$ cat src/rtl/core/gbmf_pkg.sv
`default_nettype none
// ----------------------------------------------------------------------------
// gbmf_pkg
// Shared types, constants and lookup functions of the binary message framer.
// ----------------------------------------------------------------------------
package gbmf_pkg;

    localparam int unsigned QUEUE_DEPTH = 2;

    localparam logic [7:0] SYNC_BYTE = 8'h40;
    localparam logic [7:0] CR_BYTE   = 8'h0D;
    localparam logic [7:0] LF_BYTE   = 8'h0A;

    // Header "@@", two identifier bytes, checksum, CR and LF.
    localparam logic [8:0] MIN_FRAME_LEN = 9'd7;

    typedef enum logic [2:0] {
        PH_SYNC1    = 3'd0,
        PH_SYNC2    = 3'd1,
        PH_ID1      = 3'd2,
        PH_ID2      = 3'd3,
        PH_PAYLOAD  = 3'd4,
        PH_CHECKSUM = 3'd5,
        PH_CR       = 3'd6,
        PH_LF       = 3'd7
    } phase_t;

    typedef enum logic [2:0] {
        KIND_NONE = 3'd0,
        KIND_HB   = 3'd1,
        KIND_HN   = 3'd2,
        KIND_HA   = 3'd3,
        KIND_BB   = 3'd4,
        KIND_AS   = 3'd5,
        KIND_CJ   = 3'd6
    } kind_t;

    typedef enum logic [1:0] {
        ST_GOOD    = 2'd0,
        ST_CSUM    = 2'd1,
        ST_TRAILER = 2'd2
    } status_t;

    typedef struct packed {
        logic [2:0] frame_type;
        logic [7:0] payload_byte;
        logic [8:0] payload_index;
        logic       end_of_frame;
        logic [1:0] frame_status;
    } result_t;

    function automatic kind_t id_lookup(input logic [7:0] first, input logic [7:0] second);
        kind_t kind;
        kind = KIND_NONE;
        priority if (first == 8'h48 && second == 8'h62) kind = KIND_HB;
        else if (first == 8'h48 && second == 8'h6E) kind = KIND_HN;
        else if (first == 8'h48 && second == 8'h61) kind = KIND_HA;
        else if (first == 8'h42 && second == 8'h62) kind = KIND_BB;
        else if (first == 8'h41 && second == 8'h73) kind = KIND_AS;
        else if (first == 8'h43 && second == 8'h6A) kind = KIND_CJ;
        else kind = KIND_NONE;
        return kind;
    endfunction

    // Payload length: full frame length minus the seven framing bytes.
    function automatic logic [8:0] payload_len(input kind_t kind);
        logic [8:0] len;
        unique case (kind)
            KIND_HB: len = 9'd54 - MIN_FRAME_LEN;
            KIND_HN: len = 9'd78 - MIN_FRAME_LEN;
            KIND_HA: len = 9'd154 - MIN_FRAME_LEN;
            KIND_BB: len = 9'd92 - MIN_FRAME_LEN;
            KIND_AS: len = 9'd20 - MIN_FRAME_LEN;
            KIND_CJ: len = 9'd294 - MIN_FRAME_LEN;
            default: len = 9'd0;
        endcase
        return len;
    endfunction

endpackage
`default_nettype wire

$ cat src/rtl/core/gps_binary_message_framer_top.sv
`default_nettype none
// m_valid for a payload byte or the LF byte rises once its record has passed
// through the result queue and then the output register.
// Throughput: one byte per cycle; s_ready drops only while the result queue is
// full, which happens when the result side stalls.
// Reset: synchronous, active low; the parser returns to hunting for the first
// sync byte and the queue and output register are emptied.
// ----------------------------------------------------------------------------
// gps_binary_message_framer_top
// Frames binary messages with XOR checksum from a received byte stream.
// ----------------------------------------------------------------------------
module gps_binary_message_framer_top
    import gbmf_pkg::*;
#(
    parameter int unsigned QUEUE_DEPTH_P = QUEUE_DEPTH
) (
    input  wire logic       aclk,
    input  wire logic       aresetn,
    input  wire logic       s_valid,
    output logic            s_ready,
    input  wire logic [7:0] s_rx_byte,
    output logic            m_valid,
    input  wire logic       m_ready,
    output logic [2:0]      m_frame_type,
    output logic [7:0]      m_payload_byte,
    output logic [8:0]      m_payload_index,
    output logic            m_end_of_frame,
    output logic [1:0]      m_frame_status
);

    logic    byte_accept;
    logic    push;
    result_t push_data;
    logic    q_pop;
    result_t q_data;
    logic    q_empty;
    logic    q_full;
    result_t m_data;

    assign s_ready     = !q_full;
    assign byte_accept = s_valid && s_ready;

    gbmf_front u_front (
        .aclk        (aclk),
        .aresetn     (aresetn),
        .byte_accept (byte_accept),
        .rx_byte     (s_rx_byte),
        .push        (push),
        .push_data   (push_data)
    );

    gbmf_queue #(
        .DEPTH (QUEUE_DEPTH_P)
    ) u_queue (
        .aclk      (aclk),
        .aresetn   (aresetn),
        .push      (push),
        .push_data (push_data),
        .pop       (q_pop),
        .pop_data  (q_data),
        .empty     (q_empty),
        .full      (q_full)
    );

    gbmf_back u_back (
        .aclk    (aclk),
        .aresetn (aresetn),
        .q_empty (q_empty),
        .q_data  (q_data),
        .q_pop   (q_pop),
        .m_valid (m_valid),
        .m_ready (m_ready),
        .m_data  (m_data)
    );

    assign m_frame_type    = m_data.frame_type;
    assign m_payload_byte  = m_data.payload_byte;
    assign m_payload_index = m_data.payload_index;
    assign m_end_of_frame  = m_data.end_of_frame;
    assign m_frame_status  = m_data.frame_status;

endmodule
`default_nettype wire

$ cat src/rtl/core/gbmf_front.sv
`default_nettype none
// ----------------------------------------------------------------------------
// gbmf_front
// Byte parser: hunts for sync, classifies the identifier, tracks the payload
// and checksum, and emits one result record per payload byte or frame end.
// ----------------------------------------------------------------------------
module gbmf_front
    import gbmf_pkg::*;
(
    input  wire logic       aclk,
    input  wire logic       aresetn,
    input  wire logic       byte_accept,
    input  wire logic [7:0] rx_byte,
    output logic            push,
    output result_t         push_data
);

    phase_t     phase_reg, phase_next;
    logic [7:0] first_id_reg, first_id_next;
    kind_t      kind_reg, kind_next;
    logic [8:0] plen_reg, plen_next;
    logic [8:0] pos_reg, pos_next;
    logic [7:0] xor_reg, xor_next;

    kind_t      id_kind;
    logic [8:0] pos_inc;

    assign id_kind = id_lookup(first_id_reg, rx_byte);
    assign pos_inc = pos_reg + 9'd1;

    always_ff @(posedge aclk) begin
        if (!aresetn) begin
            phase_reg    <= PH_SYNC1;
            first_id_reg <= 8'd0;
            kind_reg     <= KIND_NONE;
            plen_reg     <= 9'd0;
            pos_reg      <= 9'd0;
            xor_reg      <= 8'd0;
        end else begin
            phase_reg    <= phase_next;
            first_id_reg <= first_id_next;
            kind_reg     <= kind_next;
            plen_reg     <= plen_next;
            pos_reg      <= pos_next;
            xor_reg      <= xor_next;
        end
    end

    always_comb begin
        phase_next    = phase_reg;
        first_id_next = first_id_reg;
        kind_next     = kind_reg;
        plen_next     = plen_reg;
        pos_next      = pos_reg;
        xor_next      = xor_reg;
        push          = 1'b0;
        push_data     = '{frame_type: kind_reg, payload_byte: rx_byte,
                          payload_index: pos_reg, end_of_frame: 1'b0,
                          frame_status: ST_GOOD};
        if (byte_accept) begin
            unique case (phase_reg)
                PH_SYNC1: begin
                    if (rx_byte == SYNC_BYTE) phase_next = PH_SYNC2;
                end
                PH_SYNC2: begin
                    phase_next = (rx_byte == SYNC_BYTE) ? PH_ID1 : PH_SYNC1;
                end
                PH_ID1: begin
                    // Extra sync bytes keep the framer waiting for the identifier.
                    if (rx_byte != SYNC_BYTE) begin
                        first_id_next = rx_byte;
                        phase_next    = PH_ID2;
                    end
                end
                PH_ID2: begin
                    if (id_kind != KIND_NONE) begin
                        kind_next  = id_kind;
                        plen_next  = payload_len(id_kind);
                        pos_next   = 9'd0;
                        xor_next   = first_id_reg ^ rx_byte;
                        phase_next = PH_PAYLOAD;
                    end else begin
                        plen_next  = 9'd0;
                        pos_next   = 9'd0;
                        phase_next = PH_SYNC1;
                    end
                end
                PH_PAYLOAD: begin
                    push     = 1'b1;
                    xor_next = xor_reg ^ rx_byte;
                    pos_next = pos_inc;
                    if (pos_inc >= plen_reg) phase_next = PH_CHECKSUM;
                end
                PH_CHECKSUM: begin
                    xor_next   = xor_reg ^ rx_byte;
                    phase_next = PH_CR;
                end
                PH_CR: begin
                    // The position counter is reused as the bad-CR flag.
                    pos_next   = (rx_byte == CR_BYTE) ? 9'd0 : 9'd1;
                    phase_next = PH_LF;
                end
                PH_LF: begin
                    push = 1'b1;
                    push_data.payload_byte  = 8'd0;
                    push_data.payload_index = plen_reg;
                    push_data.end_of_frame  = 1'b1;
                    priority if (xor_reg != 8'd0) push_data.frame_status = ST_CSUM;
                    else if (pos_reg != 9'd0 || rx_byte != LF_BYTE)
                        push_data.frame_status = ST_TRAILER;
                    else push_data.frame_status = ST_GOOD;
                    plen_next  = 9'd0;
                    pos_next   = 9'd0;
                    phase_next = PH_SYNC1;
                end
                default: phase_next = PH_SYNC1;
            endcase
        end
    end

    a_push_phase: assert property (@(posedge aclk) disable iff (!aresetn)
        push |-> (phase_reg == PH_PAYLOAD || phase_reg == PH_LF))
        else $error("result record produced outside payload or LF phase");

    a_payload_index: assert property (@(posedge aclk) disable iff (!aresetn)
        (phase_reg == PH_PAYLOAD) |-> (pos_reg < plen_reg))
        else $error("payload position ran past the payload length");

    a_kind_valid: assert property (@(posedge aclk) disable iff (!aresetn)
        (phase_reg == PH_PAYLOAD || phase_reg == PH_LF) |-> (kind_reg != KIND_NONE))
        else $error("frame in progress without a known type");

endmodule
`default_nettype wire

$ cat src/rtl/core/gbmf_queue.sv
`default_nettype none
// ----------------------------------------------------------------------------
// gbmf_queue
// Short first-in first-out queue of result records between parser and output.
// ----------------------------------------------------------------------------
module gbmf_queue
    import gbmf_pkg::*;
#(
    parameter int unsigned DEPTH = QUEUE_DEPTH
) (
    input  wire logic    aclk,
    input  wire logic    aresetn,
    input  wire logic    push,
    input  wire result_t push_data,
    input  wire logic    pop,
    output result_t      pop_data,
    output logic         empty,
    output logic         full
);

    localparam int unsigned PTR_W = (DEPTH > 1) ? $clog2(DEPTH) : 1;
    localparam int unsigned CNT_W = $clog2(DEPTH + 1);
    localparam logic [PTR_W-1:0] LAST_PTR = PTR_W'(DEPTH - 1);
    localparam logic [CNT_W-1:0] DEPTH_CNT = CNT_W'(DEPTH);

    result_t          entry_reg [DEPTH];
    logic [PTR_W-1:0] wr_ptr_reg, wr_ptr_next;
    logic [PTR_W-1:0] rd_ptr_reg, rd_ptr_next;
    logic [CNT_W-1:0] count_reg, count_next;

    assign empty    = (count_reg == '0);
    assign full     = (count_reg == DEPTH_CNT);
    assign pop_data = entry_reg[rd_ptr_reg];

    always_ff @(posedge aclk) begin
        if (push) entry_reg[wr_ptr_reg] <= push_data;
    end

    always_ff @(posedge aclk) begin
        if (!aresetn) begin
            wr_ptr_reg <= '0;
            rd_ptr_reg <= '0;
            count_reg  <= '0;
        end else begin
            wr_ptr_reg <= wr_ptr_next;
            rd_ptr_reg <= rd_ptr_next;
            count_reg  <= count_next;
        end
    end

    always_comb begin
        wr_ptr_next = wr_ptr_reg;
        rd_ptr_next = rd_ptr_reg;
        count_next  = count_reg;
        if (push) wr_ptr_next = (wr_ptr_reg == LAST_PTR) ? '0 : wr_ptr_reg + 1'b1;
        if (pop)  rd_ptr_next = (rd_ptr_reg == LAST_PTR) ? '0 : rd_ptr_reg + 1'b1;
        if (push && !pop) count_next = count_reg + 1'b1;
        else if (pop && !push) count_next = count_reg - 1'b1;
    end

    a_no_overflow: assert property (@(posedge aclk) disable iff (!aresetn)
        push |-> (!full || pop))
        else $error("transfer into a full queue");

    a_no_underflow: assert property (@(posedge aclk) disable iff (!aresetn)
        pop |-> !empty)
        else $error("read from an empty queue");

endmodule
`default_nettype wire

$ cat src/rtl/core/gbmf_back.sv
`default_nettype none
// ----------------------------------------------------------------------------
// gbmf_back
// Output stage: pulls records from the queue into the result register.
// ----------------------------------------------------------------------------
module gbmf_back
    import gbmf_pkg::*;
(
    input  wire logic    aclk,
    input  wire logic    aresetn,
    input  wire logic    q_empty,
    input  wire result_t q_data,
    output logic         q_pop,
    output logic         m_valid,
    input  wire logic    m_ready,
    output result_t      m_data
);

    logic    valid_reg;
    result_t data_reg;

    // Refill whenever the register is free or its record is leaving this cycle.
    assign q_pop   = !q_empty && (!valid_reg || m_ready);
    assign m_valid = valid_reg;
    assign m_data  = data_reg;

    always_ff @(posedge aclk) begin
        if (!aresetn) begin
            valid_reg <= 1'b0;
        end else if (!valid_reg || m_ready) begin
            valid_reg <= !q_empty;
        end
    end

    always_ff @(posedge aclk) begin
        if (q_pop) data_reg <= q_data;
    end

endmodule
`default_nettype wire
$ cat config.mk
export PLATFORM = sky130hd
export DESIGN_NAME = gps_binary_message_framer_top
export DESIGN_NICKNAME = d
export VERILOG_FILES = /design/src/rtl/core/gbmf_pkg.sv /design/src/rtl/core/gps_binary_message_framer_top.sv /design/src/rtl/core/gbmf_front.sv /design/src/rtl/core/gbmf_queue.sv /design/src/rtl/core/gbmf_back.sv
export SDC_FILE = /design/constraint.sdc
export NUM_CORES = 1
export LEC_CHECK = 0
export BUFFER_PORTS_ARGS = -buffer_cell sky130_fd_sc_hd__buf_2
export CAP_MARGIN = 10
export CORE_AREA = 4 4 100 102
export CTS_CLUSTER_DIAMETER = 80
export CTS_CLUSTER_SIZE = 40
export DETAILED_ROUTE_END_ITERATION = 12
export DIE_AREA = 0 0 104 106
export PLACE_DENSITY = 0.77
export SYNTH_ARGS = -nofsm -noshare
export SYNTH_HDL_FRONTEND = slang
export SYNTH_SLANG_ARGS = --single-unit
$ cat constraint.sdc
create_clock -name aclk -period 4.29 [get_ports aclk]
set_input_delay 1.287 -clock aclk [delete_from_list [all_inputs] [get_ports aclk]]
set_output_delay 1.287 -clock aclk [all_outputs]
set_load 0.005 [all_outputs]
# == After elaboration in Yosys (flattened, before gate mapping) ==
# Memories as Yosys holds them, arrays and structs flattened. A register that Yosys moved wholly into a read port is not among the register bits.
# Index checks and enable logic that the tools add are counted.
# op_classes
n_addsub,5
n_lt_le_gt_ge,1
eq_ne,31
n_mux,31
bitwise,2
n_reduce_logical,35
# op_table
cell,count
$eq 8x7->1 const B,10
$pmux 9 s6,1
$mux 20,2
$mux 3,10
$pmux 9 s3,1
$pmux 3 s8,1
$eq 3x3->1 const B,7
$pmux 9 s2,1
$pmux 8 s2,1
$xor 8x8->8,2
$eq 3x2->1 const B,4
$logic_and 1x1->1,10
$mux 2,5
$add 9x1->9 const B,1
$ge 9x9->1,1
$mux 9,1
$reduce_and 3->1,3
$reduce_bool 9->1,1
$eq 8x4->1 const B,1
$mux 8,1
$ne 2x1->1 const B,4
$ne 8x4->1 const B,1
$ne 8x7->1 const B,1
$reduce_bool 8->1,1
other kinds (15),34
# totals
register_bits,45
ram_bits,46
inputBits,12
out_inout_bits,25
mem_count,1
# mem_list
name,depth,width,rd,rd_ports_with_merged_regs,wr,line,rtl
u_queue.entry_reg,2,23,1,1,1,gbmf_queue.sv:26,result_t entry_reg [DEPTH];

# == Depth between registers and ports, before layout ==
# logic_depth
depth_word,12
mapped_depth,12
depth_no_buf,12

# == Cells and area by module ==
# Synthesis repeated with hierarchy kept, for this count alone.
# hier_totals
hier_cells,476
hier_area_um2,5386.4
# by_module_without_submodules
module,instances,cells_per_inst,area_each_um2
gbmf_front,1,354,2767.7
gbmf_queue,1,93,1874.3
gbmf_back,1,27,734.5
gps_binary_message_framer_top,1,2,10.0

# == Least setup slack after synthesis ==
# No wires, ideal clock.
# synth_timing
kind,input to register
from,input port s_valid
to,memory u_queue.entry_reg[0][0] (netlist bit) (enable)
setup_ns,0.411
arrival_time_ns,3.196
path_slack_ns,0.684
path_stages,5
path_cell_list,nand4_1 or2_2 clkbuf_1 clkbuf_1 a21oi_1
# synth_via
elab_chain_cells,4
# synth_rtl
element,line,rtl
start: declaration,gps_binary_message_framer_top.sv:19,"input wire logic s_valid,"
$logic_and 1x1->1,gps_binary_message_framer_top.sv:41,assign byte_accept = s_valid && s_ready;
$mux 1,gbmf_front.sv:60,if (byte_accept) begin
$mux 1,gbmf_queue.sv:36,if (push) entry_reg[wr_ptr_reg] <= push_data;
$mux 1 (implied by the code),gbmf_queue.sv:36,
end: declaration,gbmf_queue.sv:26,
# No other way between the ends.

# == Worst setup path in the final report ==
# layout_timing
from,input port s_rx_byte[5]
to,register u_front.xor_reg[6]
# layout_via
elab_chain_cells,11
elab_cells_between_ends,20
cone_classes,eq/ne: 6; mux: 6; reduce/logical: 8
# layout_rtl
element,line,rtl
start: declaration,gps_binary_message_framer_top.sv:21,"input wire logic [7:0] s_rx_byte,"
$eq 8x7->1,gbmf_pkg.sv:60,else if (first == 8'h43 && second == 8'h6A) kind = KIND_CJ;
$logic_and 1x1->1,gbmf_pkg.sv:60,
$mux 3,gbmf_pkg.sv:60,
$mux 3,gbmf_pkg.sv:59,else if (first == 8'h41 && second == 8'h73) kind = KIND_AS;
$mux 3,gbmf_pkg.sv:58,else if (first == 8'h42 && second == 8'h62) kind = KIND_BB;
$mux 3,gbmf_pkg.sv:57,else if (first == 8'h48 && second == 8'h61) kind = KIND_HA;
$mux 3,gbmf_pkg.sv:56,else if (first == 8'h48 && second == 8'h6E) kind = KIND_HN;
$mux 3 *,gbmf_pkg.sv:55,priority if (first == 8'h48 && second == 8'h62) kind = KIND_HB;
$reduce_bool 3->1 *,gbmf_front.sv:76,if (id_kind != KIND_NONE) begin
$ne 2x1->1 (no source line) *,-,
$reduce_and 3->1 (no source line) *,-,
end signal: assignment,gbmf_front.sv:45,xor_reg <= xor_next;
end: declaration,gbmf_front.sv:23,"logic [7:0] xor_reg, xor_next;"
# Every way passes the cells marked *; elsewhere a longest branch is shown, timed or not.
# A chain may end at the register's enable or synchronous reset.

==> run summary <==
synthesized cell area = 5330 um2
clk slew on worst S/H paths = 0.05 ns
hold path start = u_front.kind_reg[2]$_SDFFE_PN0P_
final wirelength = 10,900 um
total number of vias = 3,773
Die Y = 106 um
Filler cells = 663
vias per cell = 5.92
RSZ-0062 raised after global routing = false
largest family of logic cells by synthesized area = simple AND/OR/NAND/NOR gates
initial antenna violation count = 0
combinational share of power = 0.101
Clock Skews = 0.00731 ns
simple-gate share of the synthesized area = 0.166
first-pass GRT wire length = 18,100 um
worst reg-to-reg path cell count = 8
crit-path cells = buf_2 -> nor4bb_1 -> nand4_1 -> a21oi_2 -> o31ai_1 -> buf_4 -> o21ai_1 -> a21oi_1 -> a41o_1
post-synthesis compound-gate area fraction = 0.124
synthesized area per cell = 11.0 um2
max frequency = 0.314 GHz
Reg2Reg Setup Slack = 1.63 ns
Min-Delay Endpoint = u_queue.entry_reg[1][22]$_DFFE_PP_
Ports = 37
slew of the pin with the lowest slew margin = 1.14 ns
final period utilization = 0.742
pin count of the biggest net entering global routing = 54
Die W = 104 um
Layout Nets = 538
Core Box Area = 9110 um2
slew margin rel. = 0.238
Synth top area share = 0.389
Num CTS Buffers = 17
worst r2r dst = u_front.xor_reg[6]$_SDFFE_PN0P_
Critical Path Max Stage Delay = 0.44 ns
top cells by area, synth = edfxtp_1, dfxtp_1, mux2_2
post-synthesis sequential area ratio = 0.558
Sw Ratio = 0.239
max FFs per register = 46
Buffers on Ports = 36
DRT Pass-1 Iters = 5
Synth Area in Adders = 0.0282
CTS Buffer Depth = 2
CTS Sinks = 114
CTS tree = yes
WP data required = 4.69 ns
routability cong. = 0.893
H-tree depth = 4
share of layout cells above drive strength 1 = 0.200
vias in the first global route = 3,694
Root Driver = clkbuf_8
Syn Inst Count = 483
CP Class = input pin to register
row count = 35
total die area = 11,000 um2
worst skew pair latency = 0.51 ns
Worst Setup End Kind = register
area taken by flip-flops and latches = 2970 um2
Initial Utilization = 0.585
status = finished, final reports clean
mux cell area share after synthesis = 0.0693
Synth Register Bits = 114
XOR/XNOR Fraction of Synth Area = 0.0181
Area growth syn-to-layout = 15.2%
EDFF count, synth = 69
setup total negative slack = 0 ns
Critical Path Slowest Stage Cell = nor4bb_1
final worst slack = 1.11 ns
CTS Hold Buffers Added = 0
top_reg_cell synth = edfxtp_1
Antenna Nets Post-Route = 0
leakage = 2.08 nW
fraction of registers with async set/reset = 0
peak supply drop = 0.376 mV
Synth area leader = edfxtp_1
syn_nets = 507
Worst Hold Depth = 0
final count of negative-setup-slack endpoints = 0
Yosys warning count = 0
Post CTS Setup Buffer Count = 0
post-CTS resize count = 0
Internal Power = 2.27 mW
DPL Wire Length = 7070 um
n_diodes = 0
Critical Path Fanout Max = 12
Hold Path Class = register to register
grt total ovfl = 0
Post-Place Setup Slack = 0.637 ns
hold violation count in the final report = 0
worst endpoint data arrival time = 3.58 ns
area occupied by multi-input gates = 2160 um2
DR DRC count = 0
total track usage = 0.207
Buf/Inv on CP = 2
Wirelength per Cell = 17.2 um
Net Switching = 0.714 mW
DRT iter0 DRCs = 375
Tmin final = 3.18 ns
MaxCap Viol Count = 0
part of the power in the clock network = 0.457
P per Cell Area = 486 nW/um2
worst reg2reg startpoint = u_front.first_id_reg[0]$_SDFFE_PN0P_
Slew Viols, Final = 0
sequential power share = 0.442
Distinct cells, synth = 54
CP top delay family = compound AO/OA/AOI/OAI gates
kind of start point of the critical path = input pin
==> cell usage after synthesis (3+ instances only) <==
cell	instances
edfxtp_1	69
nand2_1	47
dfxtp_1	45
o21ai_0	31
a21oi_1	24
nor2_1	24
clkbuf_1	23
mux2_2	23
nor2b_1	23
inv_1	18
and2_1	12
ha_1	12
a21boi_0	11
mux2i_1	11
nand3_1	8
xor2_1	8
o21a_1	7
and3_1	6
nor3b_1	6
o2111ai_1	6
nand2b_1	5
a21o_1	4
nand4_1	4
nand4b_1	4
nor3_1	4
nor4bb_1	4
a22oi_1	3
nor4b_1	3
or4_1	3
xnor2_1	3
==> power by group through the flow <==
stage / registers [mW] / logic (mW) / clock network, mW
after CTS: 1.32 / 0.309 / 1.38
final: 1.32 / 0.301 / 1.37
after floorplan: 1.31 / 0.220 / 0
after detailed placement: 1.34 / 0.303 / 0
after global placement: 1.34 / 0.298 / 0
after global routing: 1.33 / 0.333 / 1.44
==> cell type report <==
| class | instances | area share |
|---|---|---|
| well taps | 111 | 0.0226 |
| repair buffers | 41 | 0.0355 |
| inverters | 18 | 0.0110 |
| flip-flops and latches | 114 | 0.484 |
| clock buffers | 17 | 0.0675 |
| multi-input cells | 322 | 0.352 |
| clock inverters | 14 | 0.0269 |
==> per-stage QoR <==
stage / utilization / hold slack [ns] / power (mW) / instances / cell area, um2
6_report: 0.674 / 0.457 / 2.99 / 637 / 6140
3_3_place_gp: 0.610 / 0.438 / 1.64 / 606 / 5560
5_1_grt: 0.674 / 0.474 / 3.11 / 637 / 6140
2_1_floorplan: - / 0.425 / 1.53 / 483 / 5330
4_1_cts: 0.674 / 0.456 / 3.01 / 637 / 6140
3_5_place_dp: 0.610 / 0.447 / 1.64 / 606 / 5560
==> how the worst max path moves through the flow <==
stage,startpoint,to,depth (start not counted)
2_1_floorplan,s_valid,u_queue.entry_reg[0][0]$_DFFE_PP_,5
5_1_grt,s_rx_byte[5],u_front.xor_reg[6]$_SDFFE_PN0P_,9
6_report,s_rx_byte[5],u_front.xor_reg[6]$_SDFFE_PN0P_,9
3_3_place_gp,s_rx_byte[4],u_front.xor_reg[6]$_SDFFE_PN0P_,9
3_5_place_dp,s_rx_byte[5],u_front.xor_reg[6]$_SDFFE_PN0P_,9
4_1_cts,s_rx_byte[5],u_front.xor_reg[6]$_SDFFE_PN0P_,9
==> layer usage <==
layer,routed length [um],share of wire,up-vias,global-route usage
met1,4720,0.43,1830,0.252
li1,-,-,1809,-
met4,145,0.013,0,0.0836
met3,543,0.050,16,0.0516
met5,0,0,-,0
met2,5520,0.51,118,0.355
==> cell usage in the layout (no fill, tap or decap), types with 12 or more instances in the layout <==
cell,n
and2_1,12
a21oi_1,23
dfxtp_1,45
inv_1,18
nor2b_1,23
ha_1,12
clkbuf_16,16
nand2_1,47
mux2_2,23
o21ai_0,31
nor2_1,23
edfxtp_1,69
buf_2,36
==> logic make-up (layout without fill, tap and decap cells) <==
kind of cell / after synthesis / after routing
simple gates: 162 / 162
mux: 34 / 34
fa+ha+maj: 12 / 12
flops: 114 / 114
compound gates: 103 / 103
buf+inv: 47 / 90
xor+xnor: 11 / 11
Power figures use the tool's default switching activity.
